==> src/assert_macros.svh <==
// Assertion macros shared by the RTL.
`ifndef ASSERT_MACROS_SVH
`define ASSERT_MACROS_SVH
`ifndef ASSERT_OFF
`define ASSERT_IMPLIES(label, clk, rst_n, prop, msg) \
	label: assert property (@(posedge clk) disable iff (!rst_n) prop) else $error(msg);
`define ASSERT_NEVER(label, clk, rst_n, cond, msg) \
	label: assert property (@(posedge clk) disable iff (!rst_n) !(cond)) else $error(msg);
`else
`define ASSERT_IMPLIES(label, clk, rst_n, prop, msg)
`define ASSERT_NEVER(label, clk, rst_n, cond, msg)
`endif
`endif

==> src/gpev_pkg.sv <==
// Types, constants and tables of the gamepad event converter.
package gpev_pkg;
	localparam int CFG_IDX_W  = 3;
	localparam int CFG_DATA_W = 17;
	localparam logic [CFG_IDX_W-1:0] CFG_MODE = 3'd0;
	localparam logic [CFG_IDX_W-1:0] CFG_DZ   = 3'd1;
	localparam logic [CFG_IDX_W-1:0] CFG_SAT  = 3'd2;
	localparam logic [CFG_IDX_W-1:0] CFG_RLO  = 3'd3;
	localparam logic [CFG_IDX_W-1:0] CFG_RHI  = 3'd4;

	localparam logic [1:0] MODE_XIN = 2'd2;

	localparam int AXIS_UNITY   = 10000;
	localparam int HAT_STEP     = 4500;
	localparam int TRIG_FULL    = 255;
	localparam int BTN_ON       = 128;
	localparam int LOG_HIGH_MAG = 32767;
	localparam int LOG_LOW_MAG  = 32768;

	localparam int QUEUE_DEPTH = 4;
	localparam int MAG_W = 17;
	localparam int NUM_W = 2 * MAG_W + 1;
	localparam int DEN_W = MAG_W;
	localparam int VAL_W = 20;
	localparam int SLOTS = 18;

	typedef enum logic [1:0] {EV_PLAIN, EV_AXIS, EV_TRIG_L, EV_TRIG_R} ev_kind_t;

	typedef struct packed {
		ev_kind_t kind;
		logic [4:0] index;
		logic signed [16:0] raw;
		logic [31:0] seq;
		logic last;
	} event_t;

	typedef struct packed {
		logic [1:0] mode;
		logic [13:0] deadzone;
		logic [13:0] saturation;
		logic signed [16:0] range_low;
		logic signed [16:0] range_high;
	} cfg_t;

	function automatic logic [3:0] std_btn_slot(input logic [3:0] b);
		logic [3:0] s;
		unique case (b)
			4'd0: s = 4'd1;
			4'd1: s = 4'd2;
			4'd2: s = 4'd0;
			4'd3: s = 4'd3;
			4'd4: s = 4'd4;
			4'd5: s = 4'd5;
			4'd6: s = 4'd8;
			4'd7: s = 4'd9;
			4'd8: s = 4'd10;
			4'd9: s = 4'd11;
			4'd10: s = 4'd6;
			4'd11: s = 4'd7;
			default: s = 4'd0;
		endcase
		return s;
	endfunction
endpackage

==> src/gpev_div.sv <==
// Restoring unsigned divider, one quotient bit per cycle.
module gpev_div #(
	parameter int NW = gpev_pkg::NUM_W,
	parameter int DW = gpev_pkg::DEN_W
) (
	input  logic          clk,
	input  logic          arst_n,
	input  logic          start,
	input  logic [NW-1:0] num,
	input  logic [DW-1:0] den,
	output logic          done,
	output logic [NW-1:0] quot
);
	localparam int CNT_W = $clog2(NW + 1);

	logic [NW-1:0]    num_q;
	logic [DW-1:0]    den_q;
	logic [DW-1:0]    rem_q;
	logic [CNT_W-1:0] cnt_q;
	logic             done_q;
	logic [DW:0]      trial;
	logic             fits;

	assign trial = {rem_q, num_q[NW-1]};
	assign fits  = trial >= {1'b0, den_q};

	always_ff @(posedge clk or negedge arst_n) begin
		if (!arst_n) begin
			cnt_q  <= '0;
			done_q <= 1'b0;
		end else if (start) begin
			cnt_q  <= CNT_W'(NW);
			done_q <= 1'b0;
		end else if (cnt_q != '0) begin
			cnt_q  <= cnt_q - 1'b1;
			done_q <= (cnt_q == CNT_W'(1));
		end else begin
			done_q <= 1'b0;
		end
	end

	always_ff @(posedge clk) begin
		if (start) begin
			num_q <= num;
			den_q <= den;
			rem_q <= '0;
		end else if (cnt_q != '0) begin
			num_q <= {num_q[NW-2:0], fits};
			rem_q <= fits ? DW'(trial - {1'b0, den_q}) : trial[DW-1:0];
		end
	end

	assign done = done_q;
	assign quot = num_q;
endmodule

==> src/gpev_fifo.sv <==
// Short word queue between the report front end and the scaling back end.
module gpev_fifo #(
	parameter int DEPTH = gpev_pkg::QUEUE_DEPTH
) (
	input  logic              clk,
	input  logic              arst_n,
	input  logic              push,
	input  gpev_pkg::event_t  wdata,
	input  logic              pop,
	output gpev_pkg::event_t  rdata,
	output logic              full,
	output logic              empty
);
	import gpev_pkg::*;
	localparam int PTR_W = (DEPTH > 1) ? $clog2(DEPTH) : 1;
	localparam int CNT_W = $clog2(DEPTH + 1);

	event_t           mem_q [DEPTH];
	logic [PTR_W-1:0] wr_q, rd_q;
	logic [CNT_W-1:0] cnt_q;

	assign full  = cnt_q == CNT_W'(DEPTH);
	assign empty = cnt_q == '0;
	assign rdata = mem_q[rd_q];

	always_ff @(posedge clk or negedge arst_n) begin
		if (!arst_n) begin
			wr_q  <= '0;
			rd_q  <= '0;
			cnt_q <= '0;
		end else begin
			if (push) wr_q <= (wr_q == PTR_W'(DEPTH - 1)) ? '0 : wr_q + 1'b1;
			if (pop)  rd_q <= (rd_q == PTR_W'(DEPTH - 1)) ? '0 : rd_q + 1'b1;
			if (push && !pop) cnt_q <= cnt_q + 1'b1;
			else if (pop && !push) cnt_q <= cnt_q - 1'b1;
		end
	end

	always_ff @(posedge clk) begin
		if (push) mem_q[wr_q] <= wdata;
	end
endmodule

==> src/gpev_front.sv <==
// Report front end: change detection, state update and event listing.
module gpev_front (
	input  logic                clk,
	input  logic                arst_n,
	input  gpev_pkg::cfg_t      cfg,
	input  logic                in_valid,
	output logic                in_stall,
	input  logic signed [15:0]  left_x,
	input  logic signed [15:0]  left_y,
	input  logic signed [15:0]  right_x,
	input  logic signed [15:0]  right_y,
	input  logic [7:0]          left_trigger,
	input  logic [7:0]          right_trigger,
	input  logic [15:0]         button_bits,
	input  logic signed [3:0]   hat_dir,
	output gpev_pkg::event_t    ev,
	output logic                ev_push,
	input  logic                ev_full
);
	import gpev_pkg::*;
	localparam logic ST_IDLE = 1'b0;
	localparam logic ST_WALK = 1'b1;

	logic              state_q;
	logic [15:0]       prev_stick_q [4];
	logic [7:0]        prev_lt_q, prev_rt_q;
	logic [15:0]       prev_btn_q;
	logic [3:0]        prev_hat_q;
	logic [31:0]       count_q;

	logic [SLOTS-1:0]  mask_q;
	logic [15:0]       stick_q [4];
	logic              trig_l_q;
	logic [7:0]        trig_raw_q;
	logic [15:0]       btn_q;
	logic [3:0]        hat_q;
	logic [31:0]       seq_q;
	logic              std_q;

	logic [15:0]       stick_in [4];
	logic              accept, std, xin, act, trig_chg, btn_chg;
	logic [3:0]        stick_chg;
	logic [SLOTS-1:0]  mask_new;
	logic [4:0]        slot;
	logic [3:0]        bslot;

	assign stick_in[0] = left_x;
	assign stick_in[1] = left_y;
	assign stick_in[2] = right_x;
	assign stick_in[3] = right_y;

	assign accept   = in_valid && !in_stall;
	assign in_stall = state_q != ST_IDLE;
	assign std      = cfg.mode[0];
	assign xin      = !std && cfg.mode[1];
	assign act      = std || xin;
	assign trig_chg = (left_trigger != prev_lt_q) || (right_trigger != prev_rt_q);
	assign btn_chg  = button_bits != prev_btn_q;

	always_comb begin
		for (int i = 0; i < 4; i++) stick_chg[i] = stick_in[i] != prev_stick_q[i];
		mask_new[3:0]  = act ? stick_chg : 4'b0;
		mask_new[4]    = xin && trig_chg;
		mask_new[16:5] = (act && btn_chg) ? (std ? 12'hFFF : 12'h3FF) : 12'h000;
		mask_new[17]   = act && (hat_dir != prev_hat_q);
	end

	always_comb begin
		slot = '0;
		for (int i = SLOTS - 1; i >= 0; i--) begin
			if (mask_q[i]) slot = 5'(i);
		end
	end

	assign bslot = 4'(slot - 5'd5);

	always_comb begin
		ev.seq  = seq_q;
		ev.last = (mask_q & (mask_q - 1'b1)) == '0;
		ev.kind = EV_PLAIN;
		if (slot < 5'd4) begin
			ev.kind  = EV_AXIS;
			ev.index = (std_q || slot < 5'd2) ? slot : slot + 5'd1;
			ev.raw   = 17'(signed'(stick_q[slot[1:0]]));
		end else if (slot == 5'd4) begin
			ev.kind  = trig_l_q ? EV_TRIG_L : EV_TRIG_R;
			ev.index = 5'd2;
			ev.raw   = {9'b0, trig_raw_q};
		end else if (slot < 5'd17) begin
			ev.index = std_q ? 5'd4 + 5'(std_btn_slot(bslot)) : 5'd5 + 5'(bslot);
			ev.raw   = btn_q[bslot] ? 17'(BTN_ON) : 17'd0;
		end else begin
			ev.index = std_q ? 5'd16 : 5'd15;
			ev.raw   = hat_q[3] ? -17'sd1 : 17'(hat_q[2:0]) * 17'(HAT_STEP);
		end
	end

	assign ev_push = (state_q == ST_WALK) && (mask_q != '0) && !ev_full;

	always_ff @(posedge clk or negedge arst_n) begin
		if (!arst_n) begin
			state_q    <= ST_IDLE;
			mask_q     <= '0;
			for (int i = 0; i < 4; i++) prev_stick_q[i] <= '0;
			prev_lt_q  <= '0;
			prev_rt_q  <= '0;
			prev_btn_q <= '0;
			prev_hat_q <= '0;
			count_q    <= '0;
		end else if (accept) begin
			state_q <= ST_WALK;
			mask_q  <= mask_new;
			count_q <= count_q + 1'b1;
			for (int i = 0; i < 4; i++) begin
				if (mask_new[i]) prev_stick_q[i] <= stick_in[i];
			end
			if (mask_new[4]) begin
				prev_lt_q <= left_trigger;
				prev_rt_q <= right_trigger;
			end
			if (act) begin
				prev_btn_q <= button_bits;
				prev_hat_q <= hat_dir;
			end
		end else if (state_q == ST_WALK) begin
			if (mask_q == '0) state_q <= ST_IDLE;
			else if (ev_push) mask_q <= mask_q & (mask_q - 1'b1);
		end
	end

	always_ff @(posedge clk) begin
		if (accept) begin
			for (int i = 0; i < 4; i++) stick_q[i] <= stick_in[i];
			trig_l_q   <= left_trigger != prev_lt_q;
			trig_raw_q <= (left_trigger != prev_lt_q) ? left_trigger : right_trigger;
			btn_q      <= button_bits;
			hat_q      <= hat_dir;
			seq_q      <= count_q;
			std_q      <= std;
		end
	end
endmodule

==> src/gpev_back.sv <==
// Back end: axis scaling with deadzone and saturation, output register.
module gpev_back (
	input  logic                clk,
	input  logic                arst_n,
	input  gpev_pkg::cfg_t      cfg,
	input  gpev_pkg::event_t    ev,
	input  logic                ev_empty,
	output logic                ev_pop,
	output logic                out_valid,
	input  logic                out_stall,
	output logic [4:0]          object_index,
	output logic signed [16:0]  event_value,
	output logic [31:0]         sequence_res,
	output logic                last_event
);
	import gpev_pkg::*;
	localparam logic [2:0] B_IDLE = 3'd0;
	localparam logic [2:0] B_MUL  = 3'd1;
	localparam logic [2:0] B_DIV  = 3'd2;
	localparam logic [2:0] B_WAIT = 3'd3;
	localparam logic [2:0] B_CMP  = 3'd4;
	localparam logic [2:0] B_EMIT = 3'd5;
	localparam logic [1:0] PH_TRIG = 2'd0;
	localparam logic [1:0] PH_DZ   = 2'd1;
	localparam logic [1:0] PH_SAT  = 2'd2;
	localparam logic [1:0] PH_FIN  = 2'd3;

	logic [2:0]              state_q;
	logic [1:0]              phase_q;
	event_t                  ev_q;
	logic signed [VAL_W-1:0] v_q, dz_r_q, sat_r_q;
	logic [MAG_W-1:0]        mag_a_q, mag_b_q, den_q;
	logic                    neg_q;
	logic [2*MAG_W-1:0]      prod_q;
	logic signed [16:0]      res_q;
	logic                    out_valid_q;

	logic                    div_start, div_done;
	logic [NUM_W-1:0]        div_quot;
	logic signed [VAL_W-1:0] div_r, ev_v, trig_v, nv;
	logic signed [VAL_W-1:0] rsum, pctr, lo, hi, pmin, pmax, span;
	logic                    neg_side, out_free;

	gpev_div #(.NW(NUM_W), .DW(DEN_W)) u_div (
		.clk    (clk),
		.arst_n (arst_n),
		.start  (div_start),
		.num    ({1'b0, prod_q} + NUM_W'(den_q >> 1)),
		.den    (den_q),
		.done   (div_done),
		.quot   (div_quot)
	);

	assign div_start = state_q == B_DIV;
	assign div_r  = neg_q ? -$signed({1'b0, div_quot[VAL_W-2:0]})
	                      :  $signed({1'b0, div_quot[VAL_W-2:0]});
	assign ev_v   = VAL_W'(ev.raw) + VAL_W'(1);
	assign trig_v = div_r + VAL_W'(1);
	assign nv     = (phase_q == PH_TRIG) ? trig_v : ev_v;

	assign rsum = VAL_W'(cfg.range_low) + VAL_W'(cfg.range_high);
	always_comb begin
		if (cfg.range_low == '0) pctr = VAL_W'(cfg.range_high) >>> 1;
		else if (!rsum[0]) pctr = rsum >>> 1;
		else if (rsum > 0) pctr = (rsum + VAL_W'(1)) >>> 1;
		else pctr = (rsum - VAL_W'(1)) >>> 1;
	end

	assign neg_side = v_q <= 0;
	assign lo   = neg_side ? sat_r_q : dz_r_q;
	assign hi   = neg_side ? dz_r_q : sat_r_q;
	assign pmin = neg_side ? VAL_W'(cfg.range_low) : pctr;
	assign pmax = neg_side ? pctr : VAL_W'(cfg.range_high);
	assign span = pmax - pmin;

	assign out_free = !out_valid_q || !out_stall;
	assign ev_pop   = (state_q == B_IDLE) && !ev_empty;

	always_ff @(posedge clk or negedge arst_n) begin
		if (!arst_n) begin
			state_q     <= B_IDLE;
			out_valid_q <= 1'b0;
		end else begin
			if (out_valid_q && !out_stall && state_q != B_EMIT) out_valid_q <= 1'b0;
			unique case (state_q)
				B_IDLE: begin
					if (ev_pop) state_q <= (ev.kind == EV_PLAIN) ? B_EMIT : B_MUL;
				end
				B_MUL: state_q <= B_DIV;
				B_DIV: state_q <= B_WAIT;
				B_WAIT: begin
					if (div_done) state_q <= (phase_q == PH_SAT) ? B_CMP
					                       : (phase_q == PH_FIN) ? B_EMIT : B_MUL;
				end
				B_CMP: state_q <= (v_q <= lo || v_q >= hi) ? B_EMIT : B_MUL;
				B_EMIT: begin
					if (out_free) begin
						out_valid_q <= 1'b1;
						state_q     <= B_IDLE;
					end
				end
				default: state_q <= B_IDLE;
			endcase
		end
	end

	always_ff @(posedge clk) begin
		unique case (state_q)
			B_IDLE: begin
				ev_q  <= ev;
				res_q <= ev.raw;
				if (ev.kind == EV_TRIG_L || ev.kind == EV_TRIG_R) begin
					phase_q <= PH_TRIG;
					mag_a_q <= MAG_W'(ev.raw[7:0]);
					mag_b_q <= (ev.kind == EV_TRIG_L) ? MAG_W'(LOG_LOW_MAG)
					                                  : MAG_W'(LOG_HIGH_MAG);
					neg_q   <= ev.kind == EV_TRIG_L;
					den_q   <= MAG_W'(TRIG_FULL);
				end else begin
					phase_q <= PH_DZ;
					v_q     <= ev_v;
					mag_a_q <= (ev_v <= 0) ? MAG_W'(LOG_HIGH_MAG) : MAG_W'(LOG_LOW_MAG);
					mag_b_q <= MAG_W'(cfg.deadzone);
					neg_q   <= ev_v <= 0;
					den_q   <= MAG_W'(AXIS_UNITY);
				end
			end
			B_MUL: prod_q <= mag_a_q * mag_b_q;
			B_WAIT: begin
				if (div_done) begin
					unique case (phase_q)
						PH_TRIG: begin
							phase_q <= PH_DZ;
							v_q     <= nv;
							mag_a_q <= (nv <= 0) ? MAG_W'(LOG_HIGH_MAG)
							                     : MAG_W'(LOG_LOW_MAG);
							mag_b_q <= MAG_W'(cfg.deadzone);
							neg_q   <= nv <= 0;
							den_q   <= MAG_W'(AXIS_UNITY);
						end
						PH_DZ: begin
							phase_q <= PH_SAT;
							dz_r_q  <= div_r;
							mag_b_q <= MAG_W'(cfg.saturation);
						end
						PH_SAT: sat_r_q <= div_r;
						PH_FIN: res_q <= 17'(pmin + div_r);
						default: ;
					endcase
				end
			end
			B_CMP: begin
				if (v_q <= lo) res_q <= 17'(pmin);
				else if (v_q >= hi) res_q <= 17'(pmax);
				phase_q <= PH_FIN;
				mag_a_q <= MAG_W'(v_q - lo);
				mag_b_q <= MAG_W'(span < 0 ? -span : span);
				neg_q   <= span < 0;
				den_q   <= MAG_W'(hi - lo);
			end
			B_EMIT: begin
				if (out_free) begin
					object_index <= ev_q.index;
					event_value  <= res_q;
					sequence_res <= ev_q.seq;
					last_event   <= ev_q.last;
				end
			end
			default: ;
		endcase
	end

	assign out_valid = out_valid_q;
endmodule

==> src/gamepad_report_to_axis_events.sv <==
// Top level: gamepad report to axis, button and hat event words.
//  channel  handshake                 payload
//  cfg      cfg_valid / cfg_ready     cfg_index, cfg_data
//  in       in_valid / in_stall       sticks, triggers, button_bits, hat_dir
//  out      out_valid / out_stall     object_index, event_value, sequence_res, last_event
// From the accept the front end stalls new reports while it lists the event words into a
// queue of QUEUE_DEPTH words, one word per cycle while the queue is not full, then idles.
// Button and hat words bypass the back end divider; a stick word takes multiply-divide
// passes on the shared serial divider for the deadzone and saturation bounds and, unless
// clamped, the scaled value, a trigger word one pass more. Reset clears all kept controls
// and the report count; no clearing pass. Either side may stall at any time without loss.
`include "assert_macros.svh"
module gamepad_report_to_axis_events #(
	parameter int QUEUE_DEPTH = gpev_pkg::QUEUE_DEPTH
) (
	input  logic                              clk,
	input  logic                              arst_n,
	input  logic                              cfg_valid,
	output logic                              cfg_ready,
	input  logic [gpev_pkg::CFG_IDX_W-1:0]    cfg_index,
	input  logic [gpev_pkg::CFG_DATA_W-1:0]   cfg_data,
	input  logic                              in_valid,
	output logic                              in_stall,
	input  logic signed [15:0]                left_x,
	input  logic signed [15:0]                left_y,
	input  logic signed [15:0]                right_x,
	input  logic signed [15:0]                right_y,
	input  logic [7:0]                        left_trigger,
	input  logic [7:0]                        right_trigger,
	input  logic [15:0]                       button_bits,
	input  logic signed [3:0]                 hat_dir,
	output logic                              out_valid,
	input  logic                              out_stall,
	output logic [4:0]                        object_index,
	output logic signed [16:0]                event_value,
	output logic [31:0]                       sequence_res,
	output logic                              last_event
);
	import gpev_pkg::*;

	cfg_t   cfg_q;
	event_t ev_in, ev_out;
	logic   ev_push, ev_pop, ev_full, ev_empty;

	assign cfg_ready = 1'b1;

	always_ff @(posedge clk or negedge arst_n) begin
		if (!arst_n) begin
			cfg_q.mode       <= MODE_XIN;
			cfg_q.deadzone   <= '0;
			cfg_q.saturation <= 14'(AXIS_UNITY);
			cfg_q.range_low  <= '0;
			cfg_q.range_high <= 17'sd65535;
		end else if (cfg_valid && cfg_ready) begin
			unique case (cfg_index)
				CFG_MODE: cfg_q.mode       <= cfg_data[1:0];
				CFG_DZ:   cfg_q.deadzone   <= cfg_data[13:0];
				CFG_SAT:  cfg_q.saturation <= cfg_data[13:0];
				CFG_RLO:  cfg_q.range_low  <= cfg_data;
				CFG_RHI:  cfg_q.range_high <= cfg_data;
				default: ;
			endcase
		end
	end

	gpev_front u_front (
		.clk           (clk),
		.arst_n        (arst_n),
		.cfg           (cfg_q),
		.in_valid      (in_valid),
		.in_stall      (in_stall),
		.left_x        (left_x),
		.left_y        (left_y),
		.right_x       (right_x),
		.right_y       (right_y),
		.left_trigger  (left_trigger),
		.right_trigger (right_trigger),
		.button_bits   (button_bits),
		.hat_dir       (hat_dir),
		.ev            (ev_in),
		.ev_push       (ev_push),
		.ev_full       (ev_full)
	);

	gpev_fifo #(.DEPTH(QUEUE_DEPTH)) u_fifo (
		.clk    (clk),
		.arst_n (arst_n),
		.push   (ev_push),
		.wdata  (ev_in),
		.pop    (ev_pop),
		.rdata  (ev_out),
		.full   (ev_full),
		.empty  (ev_empty)
	);

	gpev_back u_back (
		.clk          (clk),
		.arst_n       (arst_n),
		.cfg          (cfg_q),
		.ev           (ev_out),
		.ev_empty     (ev_empty),
		.ev_pop       (ev_pop),
		.out_valid    (out_valid),
		.out_stall    (out_stall),
		.object_index (object_index),
		.event_value  (event_value),
		.sequence_res (sequence_res),
		.last_event   (last_event)
	);

	`ASSERT_NEVER(a_push_full, clk, arst_n, ev_push && ev_full, "push into full queue")
	`ASSERT_NEVER(a_pop_empty, clk, arst_n, ev_pop && ev_empty, "pop from empty queue")
	`ASSERT_IMPLIES(a_busy_after_accept, clk, arst_n, (in_valid && !in_stall) |=> in_stall, "front not busy after report")
endmodule

==> config.mk <==
export PLATFORM = sky130hd
export DESIGN_NAME = gamepad_report_to_axis_events
export DESIGN_NICKNAME = d
export VERILOG_FILES = /design/src/gpev_pkg.sv /design/src/gpev_div.sv /design/src/gpev_fifo.sv /design/src/gpev_front.sv /design/src/gpev_back.sv /design/src/gamepad_report_to_axis_events.sv
export VERILOG_INCLUDE_DIRS = /design/src /design/src/src
export SDC_FILE = /design/constraint.sdc
export NUM_CORES = 2
export LEC_CHECK = 0
export BUFFER_PORTS_ARGS = -buffer_cell sky130_fd_sc_hd__buf_2
export CAP_MARGIN = 20
export CORE_MARGIN = 2
export CORE_UTILIZATION = 58
export DETAILED_ROUTE_END_ITERATION = 8
export GPL_TIMING_DRIVEN = 0
export PLACE_DENSITY = 0.75
export SLEW_MARGIN = 30
export SYNTH_ARGS = -nofsm -noshare
export SYNTH_HDL_FRONTEND = slang
export SYNTH_HIERARCHICAL = 1
export SYNTH_SLANG_ARGS = --single-unit
==> constraint.sdc <==
create_clock -name clk -period 10 [get_ports clk]
set_input_delay 2 -clock clk [delete_from_list [all_inputs] [get_ports clk]]
set_output_delay 2 -clock clk [all_outputs]
set_load 0.01 [all_outputs]
# ---- Word level (Yosys, flattened, before mapping)
# Memory sizes are Yosys's and may differ from the RTL's.
# Cells that the tools add are included.
# W data, S select, Z words.
dict set report totals {
  regBits 622
  ram_bits 292
  rom_bits 64
  in_bits 125
  output_inout_bits 58
  wordCells 302
  memories 3
}
# memory depth width rd rd_ports_with_merged_regs write_ports line
set memory_table {}
lappend memory_table {u_fifo.mem_q 4 57 1 0 1 gpev_fifo.sv:18} ;# event_t mem_q [DEPTH];
lappend memory_table {{(name not given)} 16 4 1 0 0 gpev_pkg.sv:47} ;# unique case (b)
lappend memory_table {u_front.stick_q 4 16 1 0 4 gpev_front.sv:32} ;# logic [15:0] stick_q [4];
dict set report classes {
  add_sub_neg 24
  n_mul 2
  order_cmp 12
  n_eq_ne 37
  muxes 112
  n_bitwise 1
  n_reduce_logical 62
}
# operator n
set op_table {}
lappend op_table {{$mux W20} 12}
lappend op_table {{$mux W17} 14}
lappend op_table {{$pmux W17 S3} 4}
lappend op_table {{$mux W5} 21}
lappend op_table {{$ne A16 B16 Y1} 5}
lappend op_table {{$mux W18} 4}
lappend op_table {{$mux W35} 2}
lappend op_table {{$sub A17 B17 Y17} 3}
lappend op_table {{$mux W16} 3}
lappend op_table {{$mux W22} 2}
lappend op_table {{$le A20 B1 Y1 const B} 2}
lappend op_table {{$pmux W20 S2} 1}
lappend op_table {{$logic_not A18 Y1} 2}
lappend op_table {{$add A34 B16 Y35} 1}
lappend op_table {{$mul A17 B17 Y34} 1}
lappend op_table {{$pmux W17 S2} 1}
lappend op_table {{$add A32 B1 Y32 const B} 1}
lappend op_table {{$mux W3} 9}
lappend op_table {{$mux W12} 2}
lappend op_table {{$mux W24} 1}
lappend op_table {{$reduce_and A2 Y1} 12}
lappend op_table {{$add A20 B2 Y20 const B} 1}
lappend op_table {{$ge A20 B20 Y1} 1}
lappend op_table {{$le A20 B20 Y1} 1}
lappend op_table {{other kinds (63)} 144}

# ---- Logic depth before layout (Yosys ltp)
# An unclocked memory read counts as a cell.
dict set report depth {
  depth_word 28
  depth_mapped 43
  ltp_nobuf 42
}

# ---- Cells and area by module
# The synthesis kept the hierarchy.
# mod instances cells_per_inst area_per_inst_um2
set modules_own_cells {}
lappend modules_own_cells {gpev_back 1 3031 28026.9}
lappend modules_own_cells {gpev_front 1 962 12814.8}
lappend modules_own_cells {gpev_fifo 1 335 8649.5}
lappend modules_own_cells {gpev_div 1 356 4000.1}
lappend modules_own_cells {gamepad_report_to_axis_events 1 142 2543.7}

# ---- Worst setup path before layout
# Ideal clock, no wire load.
dict set report synth_timing {
  path_kind {reg2reg}
  from {register cfg_q[0] in the netlist's numbering}
  to {register u_back.mag_b_q[15], data pin}
  t_arrival_ns 8.603
  path_slack_ns 1.126
  stages_incl_launch_ff 40
  path_buffers 0
  synth_period_minus_slack_ns 8.874
  cell_sequence {dfstp_2 > ha_1 > inv_1 > fa_1 > nor2b_1 > o31a_1 > o2111ai_1 > a21boi_1 > o21ai_0 > a21boi_0 > nor2_1 > or4_1 > or4_1 > o21ai_0 > ha_1 > a211oi_2 > o21ai_1 > and2_1 > [... 4 more ...] > nand2_1 > o211ai_1 > o21ai_0 > o21ai_0 > inv_1 > ha_1 > or3_1 > o21a_1 > nand2_1 > a31oi_1 > or3_1 > a311oi_1 > nor3_1 > nor4_4 > nand3_1 > o31ai_1 > xor2_1 > o22ai_1}
}
dict set report synth_between {
  elab_chain_len 10
  elab_cells_between_ends 14
  cone_classes {5 x add/sub; 2 x order compare; 7 x mux}
}
# element line
set synth_lines {}
lappend synth_lines {{start, declared} gamepad_report_to_axis_events.sv:41} ;# cfg_t cfg_q;
lappend synth_lines {{$add A17 B17 Y18} gpev_back.sv:61} ;# assign rsum = VAL_W'(cfg.range_low) + VAL_W'(cfg.range_high);
lappend synth_lines {{$sub A18 B2 Y19 (tied with other cells)} gpev_back.sv:66} ;# else pctr = (rsum - VAL_W'(1)) >>> 1;
lappend synth_lines {{$mux W20} gpev_back.sv:65} ;# else if (rsum > 0) pctr = (rsum + VAL_W'(1)) >>> 1;
lappend synth_lines {{$mux W20} gpev_back.sv:64} ;# else if (!rsum[0]) pctr = rsum >>> 1;
lappend synth_lines {{$mux W20} gpev_back.sv:63} ;# if (cfg.range_low == '0) pctr = VAL_W'(cfg.range_high) >>> 1;
lappend synth_lines {{$mux W20 (on tied branches)} {gpev_back.sv:73, gpev_back.sv:72}}
lappend synth_lines {{$sub A20 B20 Y20 *} gpev_back.sv:74} ;# assign span = pmax - pmin;
lappend synth_lines {{$neg A17 Y17 / $lt A20 B1 Y1 (equally long branches)} gpev_back.sv:157} ;# mag_b_q <= MAG_W'(span < 0 ? -span : span);
lappend synth_lines {{$mux W17 *} gpev_back.sv:157}
lappend synth_lines {{$pmux W17 S3 *} gpev_back.sv:108} ;# unique case (state_q)
lappend synth_lines {{end signal, assigned} gpev_back.sv:115} ;# mag_b_q <= (ev.kind == EV_TRIG_L) ? MAG_W'(LOG_LOW_MAG)
lappend synth_lines {{end signal, assigned} gpev_back.sv:123} ;# mag_b_q <= MAG_W'(cfg.deadzone);
lappend synth_lines {{end signal, assigned} gpev_back.sv:157}
lappend synth_lines {{end, declared} gpev_back.sv:32} ;# logic [MAG_W-1:0] mag_a_q, mag_b_q, den_q;
# Mark *: on every way between the ends. The rest lies on a longest branch, timed or not.
# A chain may end at the register's enable or synchronous reset.

# ---- Worst setup path after layout
dict set report layout_timing {
  from {register cfg_q[0] in the netlist's numbering}
  to {register u_back.mag_b_q[16], data pin}
}
# The elaborated chain is that of the path after synthesis.

==> reports/results.txt <==
fin util = 64.8%
Crit Reg-Reg Startpoint = cfg_q[0]
filler instances = 7246
worst slew pin tran = 1.08 ns
Die Height = 315 um
Final Hold Fails = 0
First-pass DRT Iterations = 6
Placed Area = 59200 um2
vias in the first global route = 39000
layout cells sized above 1 = 15.4%
Placer Congestion = 1.00
Port Buffer Count = 181
final setup fails = 0
minimum clock period = 9.44 ns
Vias/cell = 6.06
root buffer cell = clkbuf_16
met3 Use GR = 5.22%
min-delay src = u_back/ev_q[27]
syn_area_per_cell = 11.6 um2
Critical Path Slowest Stage Cell = dfstp_2
CTS tree = built
clock skew = 0.0455 ns
fmax = 0.106 GHz
Worst path max stage delay = 0.56 ns
Post-Syn Nets = 5452
clk_lat worst skew = 0.70 ns
Tot GR Track Use = 29.7%
outcome = completed
grt met1 use = 39.4%
antenna viol nets, final = 0
Post-synth EDFFs = 664
Critical Path Fanout Max = 15
Area growth syn-to-layout = 11.4%
Rel. slew slack = 27.2%
DRC = 0
CP required = 10.36 ns
TritonCTS Buffers = 93
GR peak layer = met2
M2 GR Usage = 47.9%
fin. max-slew vios = 0
dpl hpwl = 112000 um
top_reg_cell synth = edfxtp_1
register area share after synthesis = 46.6%
Setup crit end kind = flip-flop
unrepaired setup endpoints after global routing = false
Rows = 114
clk buf depth = 3
Starting Density = 58.2%
crit path launch = cfg_q[0]
DR vias = 39400
GR Overflow Total = 0
antenna violations before repair = 11
CTS hold repair buffers = 0
H-tree levels = 3
WL/cell = 22.7 um
library cells used by synthesis = 119
first-pass GRT wire length = 225000 um
die area = 99100 um2
fraction of registers with async set/reset = 25.5%
drt initial violations = 3732
Routed WL = 148000 um
crit path DAT = 9.80 ns
CP startpoint kind = flip-flop
Post-Syn Area = 56000 um2
commonest non-fill, non-tap cell in the layout = edfxtp_1
commonest cells after routing, fill and taps aside = edfxtp_1, nand2_1, inv_1, ha_1, nor2_1
IO Pins = 183
Core Footprint = 96300 um2
Crit path top cell by count = nor2_1
Final nets = 5760
number of clock sinks = 914
setup TNS = 0 ns
Die Width = 315 um
FF+latch count, synth = 914
design area = 62400 um2
HP Class = reg -> reg
Worst Setup Path Type = reg -> reg
total of max-cap violations = 0
Final period util = 94.4%
largest net degree at the start of global routing = 82
clock slew at reported path FFs = 0.06 ns
synth warn = 6
Post-Syn Instances = 4826
-- area by class of cell --
type                    count  area, um2  area share (%)
plain buffers             201        947            1.52
multi-input cells        3308      27600            44.2
well taps                1276       1600            2.56
inverters                 403       1520            2.43
diodes                      4       10.0          0.0160
clock buffers             115       2460            3.94
clock inverters            59        722            1.16
repair buffers            213       1420            2.27
flip-flops and latches    914      26100            41.9
-- cells in the mapped netlist, types with 167 or more instances --
cell | n | area, um2
o21ai_0 | 205 | 1030
dfrtp_1 | 211 | 5280
edfxtp_1 | 664 | 19900
ha_1 | 270 | 3380
nor2_1 | 260 | 976
fa_1 | 231 | 4620
xnor2_1 | 177 | 1550
mux2_2 | 220 | 2480
a21oi_1 | 189 | 946
nand2_1 | 475 | 1780
inv_1 | 400 | 1500
xor2_1 | 167 | 1460
-- worst max-delay path, delay by kind of cell (launching register included) --
family / cells / cell delay [ns]
adder cells (fa/ha/maj): 5 / 1.69
AO/OA/AOI/OAI: 15 / 2.76
buffers and inverters: 3 / 0.36
XOR/XNOR: 3 / 0.69
AND/OR/NAND/NOR: 15 / 3.04
flip-flops: 1 / 0.56
-- stage by stage --
stage | hold WS [ns] | setup WS (ns) | std cells
after global routing | 0.411 | 0.0466 | 6492
after global placement | 0.402 | -0.909 | 6283
after CTS | 0.400 | 0.189 | 6489
after detailed placement | 0.405 | 0.209 | 6315
after floorplan | 0.400 | 1.13 | 4826
final | 0.403 | 0.558 | 6493
-- routing by layer --
layer / up-vias / wire [um]
li1: 17800 / -
met1: 19500 / 59200
met2: 1705 / 69100
met3: 362 / 11700
met4: 12 / 7510
met5: - / 72
-- flip-flops by register name (all words and copies together), names as in the netlist, 16 cells and up --
signal / count
u_back/sat_r_q: 20
u_back/den_q: 17
u_back/ev_q: 38
u_back/prod_q: 34
u_back/dz_r_q: 20
u_front/mask_q: 18
u_back/v_q: 20
u_front/btn_q: 16
u_front/count_q: 32
u_front/prev_btn_q: 16
u_back/mag_b_q: 17
u_back/u_div/rem_q: 17
u_front/seq_q: 32
u_back/res_q: 17
u_front/stick_q: 64
cfg_q: 64
u_back/event_value: 17
u_back/sequence_res: 32
u_back/mag_a_q: 17
u_front/prev_stick_q: 64
u_back/u_div/den_q: 17
u_fifo/mem_q: 228
u_back/u_div/quot: 35
-- path summary, 6_finish.rpt --
| check | cells past startpoint | endpoint | slack [ns] |
|---|---|---|---|
| max | 41 | u_back/mag_b_q[16] | 0.56 |
| min | 0 | u_back/sequence_res[26] | 0.40 |
| max reg2reg | 41 | u_back/mag_b_q[16] | 0.56 |
| min reg2reg | 0 | u_back/sequence_res[26] | 0.40 |
| max in group asynchronous | 3 | u_front/prev_rt_q[2] | 7.83 |
| min in group asynchronous | 1 | u_back/state_q[2] | 1.14 |
-- cell families (layout without fill, tap and decap cells) --
group	after synthesis	in the layout	synth area share (%)
simple gates	1280	1280	11.1
flops	914	914	46.6
mux	354	354	8.20
buf+inv	604	991	4.39
xor+xnor	348	348	5.49
fa+ha+maj	522	522	14.7
other cells	1	5	0.00669
compound gates	803	803	9.46
-- what timing repair did --
item,CTS,global route
gates resized for setup,0,12
setup endpoints to repair,0,17
buffers inserted,0,0
hold endpoints to repair,0,0
Power is not shown: default switching activity piles up to over one toggle a cycle in this logic, so the estimate is an artifact.
